### src/hvmps_pkg.sv
// Package for the max-plus Viterbi step block: field widths, defaults and the item kind codes.
// Depends on nothing; the channels, the block, its RAM and its checker take names from it.
package hvmps_pkg;

    // Fixed widths of the channel fields.
    localparam int KIND_BITS      = 2;
    localparam int STATE_IDX_BITS = 4;
    localparam int IN_SCORE_BITS  = 24;
    localparam int COUNT_BITS     = 5;

    // Built defaults of the block.
    localparam int MAX_STATES_DEFAULT = 16;
    localparam int SCORE_BITS_DEFAULT = 24;

    // State count after reset, before it is clamped to the built maximum.
    localparam int STATE_COUNT_RESET = 16;

    // What one input item asks for.
    typedef enum logic [KIND_BITS-1:0] {
        KIND_WRITE_TRANS = 2'd0,
        KIND_WRITE_INIT  = 2'd1,
        KIND_RELOAD      = 2'd2,
        KIND_EMISSION    = 2'd3
    } kind_t;

endpackage

### src/hvmps_ram.sv
// Generic simple dual-port RAM: one write port, one read port with registered read data.
// Depends on hvmps_pkg for its default geometry only.
module hvmps_ram #(
    parameter int WIDTH = hvmps_pkg::SCORE_BITS_DEFAULT,
    parameter int DEPTH = hvmps_pkg::MAX_STATES_DEFAULT
) (
    input  logic                                        clk,
    input  logic                                        wr_en,
    input  logic [((DEPTH > 1) ? $clog2(DEPTH) : 1)-1:0] wr_addr,
    input  logic [WIDTH-1:0]                            wr_data,
    input  logic [((DEPTH > 1) ? $clog2(DEPTH) : 1)-1:0] rd_addr,
    output logic [WIDTH-1:0]                            rd_data
);

    logic [WIDTH-1:0] mem_reg [DEPTH];
    logic [WIDTH-1:0] rd_data_reg;

    always_ff @(posedge clk)
    begin
        if (wr_en)
        begin
            mem_reg[wr_addr] <= wr_data;
        end
        rd_data_reg <= mem_reg[rd_addr];
    end

    assign rd_data = rd_data_reg;

endmodule

### config.mk
export PLATFORM = sky130hd
export DESIGN_NAME = hvmps_ram
export DESIGN_NICKNAME = d
export VERILOG_FILES = /design/src/hvmps_pkg.sv /design/src/hvmps_ram.sv
export SDC_FILE = /design/constraint.sdc
export NUM_CORES = 1
export LEC_CHECK = 0
export BUFFER_PORTS_ARGS = -buffer_cell sky130_fd_sc_hd__buf_4
export CORE_ASPECT_RATIO = 0.7
export CORE_UTILIZATION = 30
export CTS_BUF_LIST = sky130_fd_sc_hd__clkbuf_8 sky130_fd_sc_hd__clkbuf_16
export DETAILED_ROUTE_END_ITERATION = 10
export GPL_ROUTABILITY_DRIVEN = 0
export PLACE_DENSITY = 0.51
export SETUP_SLACK_MARGIN = 0.02
export SYNTH_ARGS = -nofsm -noshare
export SYNTH_HDL_FRONTEND = slang
export SYNTH_SLANG_ARGS = --single-unit
### constraint.sdc
create_clock -name clk -period 3.2 [get_ports clk]
set_input_delay 0.32 -clock clk [delete_from_list [all_inputs] [get_ports clk]]
set_output_delay 0.32 -clock clk [all_outputs]
set_load 0.01 [all_outputs]
# Yosys cells after proc, flatten, opt, wreduce, memory -nomap -nowiden
# Memories as Yosys holds them, arrays and structs flattened. A register that Yosys moved wholly into a read port is not among the register bits.
# Index checks and enable logic that the tools add are counted.
# op_classes
muxes	2
# op_table
op	count
two-way mux 1 bit	2
# word_totals
ram_bits	384
elab_cells	3
memories	1
ff_bits	0
# memory_table
name	depth	word_bits	read_ports	rd_clocked_by_memory_dff	write_ports	line	text
mem_reg	16	24	1	1	1	hvmps_ram.sv:15	logic [WIDTH-1:0] mem_reg [DEPTH];

# Logic depth before layout (Yosys ltp)
# depth
depth_word	2
mapped_depth	6
depth_no_buf	3

# Worst setup path before layout
# No wires, ideal clock.
# synth_path
kind	input -> register
start	input port wr_addr[2] (netlist name)
end	memory mem_reg[0][0] (netlist name), enable pin
setup_slack_ps	263
path_stages	2
setup_time_ps	435
arrival_time_ps	2502
cell_sequence	or3b_2 > nor3_1
# synth_lines
item	line	text
start: declaration	hvmps_ram.sv:9	input logic [((DEPTH > 1) ? $clog2(DEPTH) : 1)-1:0] wr_addr,
end: declaration	hvmps_ram.sv:15	
# No word-level cell before the write port.

# Worst setup path in the final report
# layout_path
start	input port wr_addr[2] (netlist name)
end	memory mem_reg[1][2] (netlist name), enable pin
# No word-level cell before the write port.

==> impl_metrics.tcl <==
set metrics [dict create \
    die_area_sq_um 50700 \
    ant_nets 0 \
    worstSetupPathType "in2reg" \
    final_setup_violation_count 0 \
    areaGrowthSynthToFinish_pct 17.4 \
    critical_path.top_delay_family "simple AND/OR/NAND/NOR gates" \
    vias 6711 \
    min_period_ns 1.59 \
    ys_warn_count 0 \
    crit_required_ns 3.34 \
    critPathLaunch "wr_addr[2]" \
    postCtsSetupRepairBufs 0 \
    cts_tree "built" \
    post_cts_resize_count 0 \
    design.portCount 58 \
    mostFrequentLayoutCells "384 x sky130_fd_sc_hd__edfxtp_1, 96 x sky130_fd_sc_hd__mux4_2, 74 x sky130_fd_sc_hd__buf_4" \
    grt_remaining_overflow 0 \
    dp.final_hpwl_um 18300 \
    vias_per_cell 4.78 \
    worst-slew-pin-transition_ns 0.989 \
    syn_nets 670 \
    worst_setup_path_end_kind "flop" \
    design.core.area_sq_um 48500 \
    skew_ns 0.00684 \
    first_global_vias 6950 \
    route.detailed.wl_per_inst_um 22.8 \
    synth_top_family_by_area "multiplexers" \
    critical_path.endpoint "mem_reg[1][2]" \
    critical-path-slowest-cell "sky130_fd_sc_hd__nor2_4" \
    synth.mux.area_fraction_pct 14.5 \
    regToRegSetupSlack_ns 1.84 \
    critical_path_cell_list "buf_4 -> or3b_2 -> nor2_4" \
    post_synth_xor_area_fraction_pct 0 \
    fin_setup_tns_ns 0 \
    max-clock-path-buffers 3 \
    cts_inserted_buffers 37 \
    worstPathMaxFanout 24 \
    worstSkewPairLatency_ns 0.52 \
    finish.net_count 758 \
    dieHeight_um 189 \
    final_hold_viol_count 0 \
    first_pass_grt_wire_length_um 47800 \
    cp_data_arrival_time_ns 1.73 \
    peakVddDrop_mv 0.278 \
    synth.ff_latch_count 408 \
    fmax_mhz 629 \
    flip_flop_count_of_the_largest_register_all_copies_and_words_added 384 \
    finalNonFillerCells 1405 \
    drv_slew 0 \
    drt_first_iter_violations 671 \
    root_buffer "sky130_fd_sc_hd__clkbuf_16" \
    routed_wirelength_um 32100 \
    cts_max_level 2 \
    hold_ws_ns 0.0938 \
    layout_commonest_cell "sky130_fd_sc_hd__edfxtp_1" \
    power.static_leakage_uw 0.00555 \
    timing.critical_path.depth 3 \
    drtPass1Iterations 5 \
    p_total_uw 10800 \
    max_stage_delay_ns 0.69 \
    cp_num_buf_inv 1 \
    synth_cell_types 16 \
    max_cap_violations 0 \
    worst_r2r_endpoint "rd_data[5]" \
    cts_hold_buf 0 \
    globalRouteTotalUtil_pct 13.0 \
    placed_cells_incl_taps 1340 \
    worstReg2RegStart "mem_reg[3][5]" \
    seq_area_frac_synth_pct 80.4 \
    num_antenna_cells 0 \
    cts_sinks 408 \
    grt_setup_unrepaired "no" \
    fp-row-count 67 \
    start_util_pct 30.8 \
    slew_headroom_pct 33.9 \
    syn_area_sq_um 14900 \
    dp_slack_ns 1.01 \
    synth_compound_gate_area_share_pct 2.41 \
    simple_gate_portion_of_the_synthesized_area_pct 1.49 \
    drc 0 \
    drive_gt1_share_pct 33.1 \
    synth_cells 636 \
    result_of_the_run "completed" \
    worst_slack_ns 1.61 \
    avgSynthCellArea_sq_um 23.5 \
    period_share_pct 49.7 \
    reg2reg_depth 3 \
    dieWidth_um 269 \
    p_per_area_nw_per_um2 614 \
    post_synth_adder_cell_area_pct 0 \
    holdCritPathClass "in2reg" \
    initial_antenna_violation_count 0 \
    maximum_number_of_pins_on_one_net_before_global_route_repair 50 \
    worst_setup_hold_path_clk_slew_ns 0.07 \
    critPathLaunchType "primary input" \
    i_o_buffers 57 \
]
worst reg2reg max path, cell delays in order (launching register included):
cell                       delay [ns]
sky130_fd_sc_hd__edfxtp_1        0.36
sky130_fd_sc_hd__mux4_2          0.48
sky130_fd_sc_hd__a22oi_1         0.30
sky130_fd_sc_hd__nand2_1         0.10
cell families (layout without fill, tap and decap cells):
kind of cell / count (synthesis) / after routing
buf+inv: 33 / 147
compound gates: 48 / 48
simple gates: 51 / 51
flops: 408 / 408
mux: 96 / 96
stage by stage:
step | util (%) | instance area (sq um)
4_1_cts | 36.2 | 17500
3_3_place_gp | 33.9 | 16400
2_1_floorplan | - | 14900
6_report | 36.2 | 17500
5_1_grt | 36.2 | 17500
3_5_place_dp | 33.9 | 16400
final cells by class:
class | count | area, sq um
fill | 4479 | 30900
sequential | 408 | 12000
multi-input combinational | 195 | 2880
clock buffer | 39 | 953
tap | 655 | 820
timing repair buffer | 82 | 707
clock inverter | 26 | 166
cell usage after synthesis (all sizes together):
library cell / count / area, sq um
nor2b: 2 / 12.5
nand2: 25 / 93.8
dfxtp: 24 / 480
nor3: 4 / 20.0
nor2: 13 / 48.8
buf: 15 / 106
or3b: 1 / 8.76
clkbuf: 18 / 67.6
and2: 1 / 6.26
mux4: 96 / 2160
a22oi: 48 / 360
nand3: 1 / 5.00
nand3b: 2 / 15.0
nand2b: 2 / 12.5
edfxtp: 384 / 11500
worst min-delay path by stage:
stage                startpoint              end  slack (ns)  cells past startpoint
floorplan            wr_data[0]    mem_reg[0][0]        0.42                      0
global placement     wr_data[4]   mem_reg[12][4]        0.62                      1
detailed placement   wr_data[4]   mem_reg[12][4]        0.63                      1
CTS                 wr_data[22]  mem_reg[13][22]        0.07                      1
global route        wr_data[20]  mem_reg[14][20]        0.08                      1
finish              wr_data[22]  mem_reg[13][22]        0.09                      1
power breakdown:
part | switching (uW) | total (uW) | internal (uW)
sequential | 34.6 | 6000 | 5970
clock | 1870 | 4180 | 2310
combinational | 324 | 577 | 253
total | 2230 | 10800 | 8530
metal layers:
layer / part of all wire [%] / vias to the layer above / track usage, %
li1: - / 2883 / -
met1: 50 / 3613 / 19.9
met2: 44 / 171 / 18.8
met3: 5.0 / 44 / 2.84
met4: 1.4 / 0 / 2.71
met5: 0 / - / 0
(Power assumes the default switching activity.)
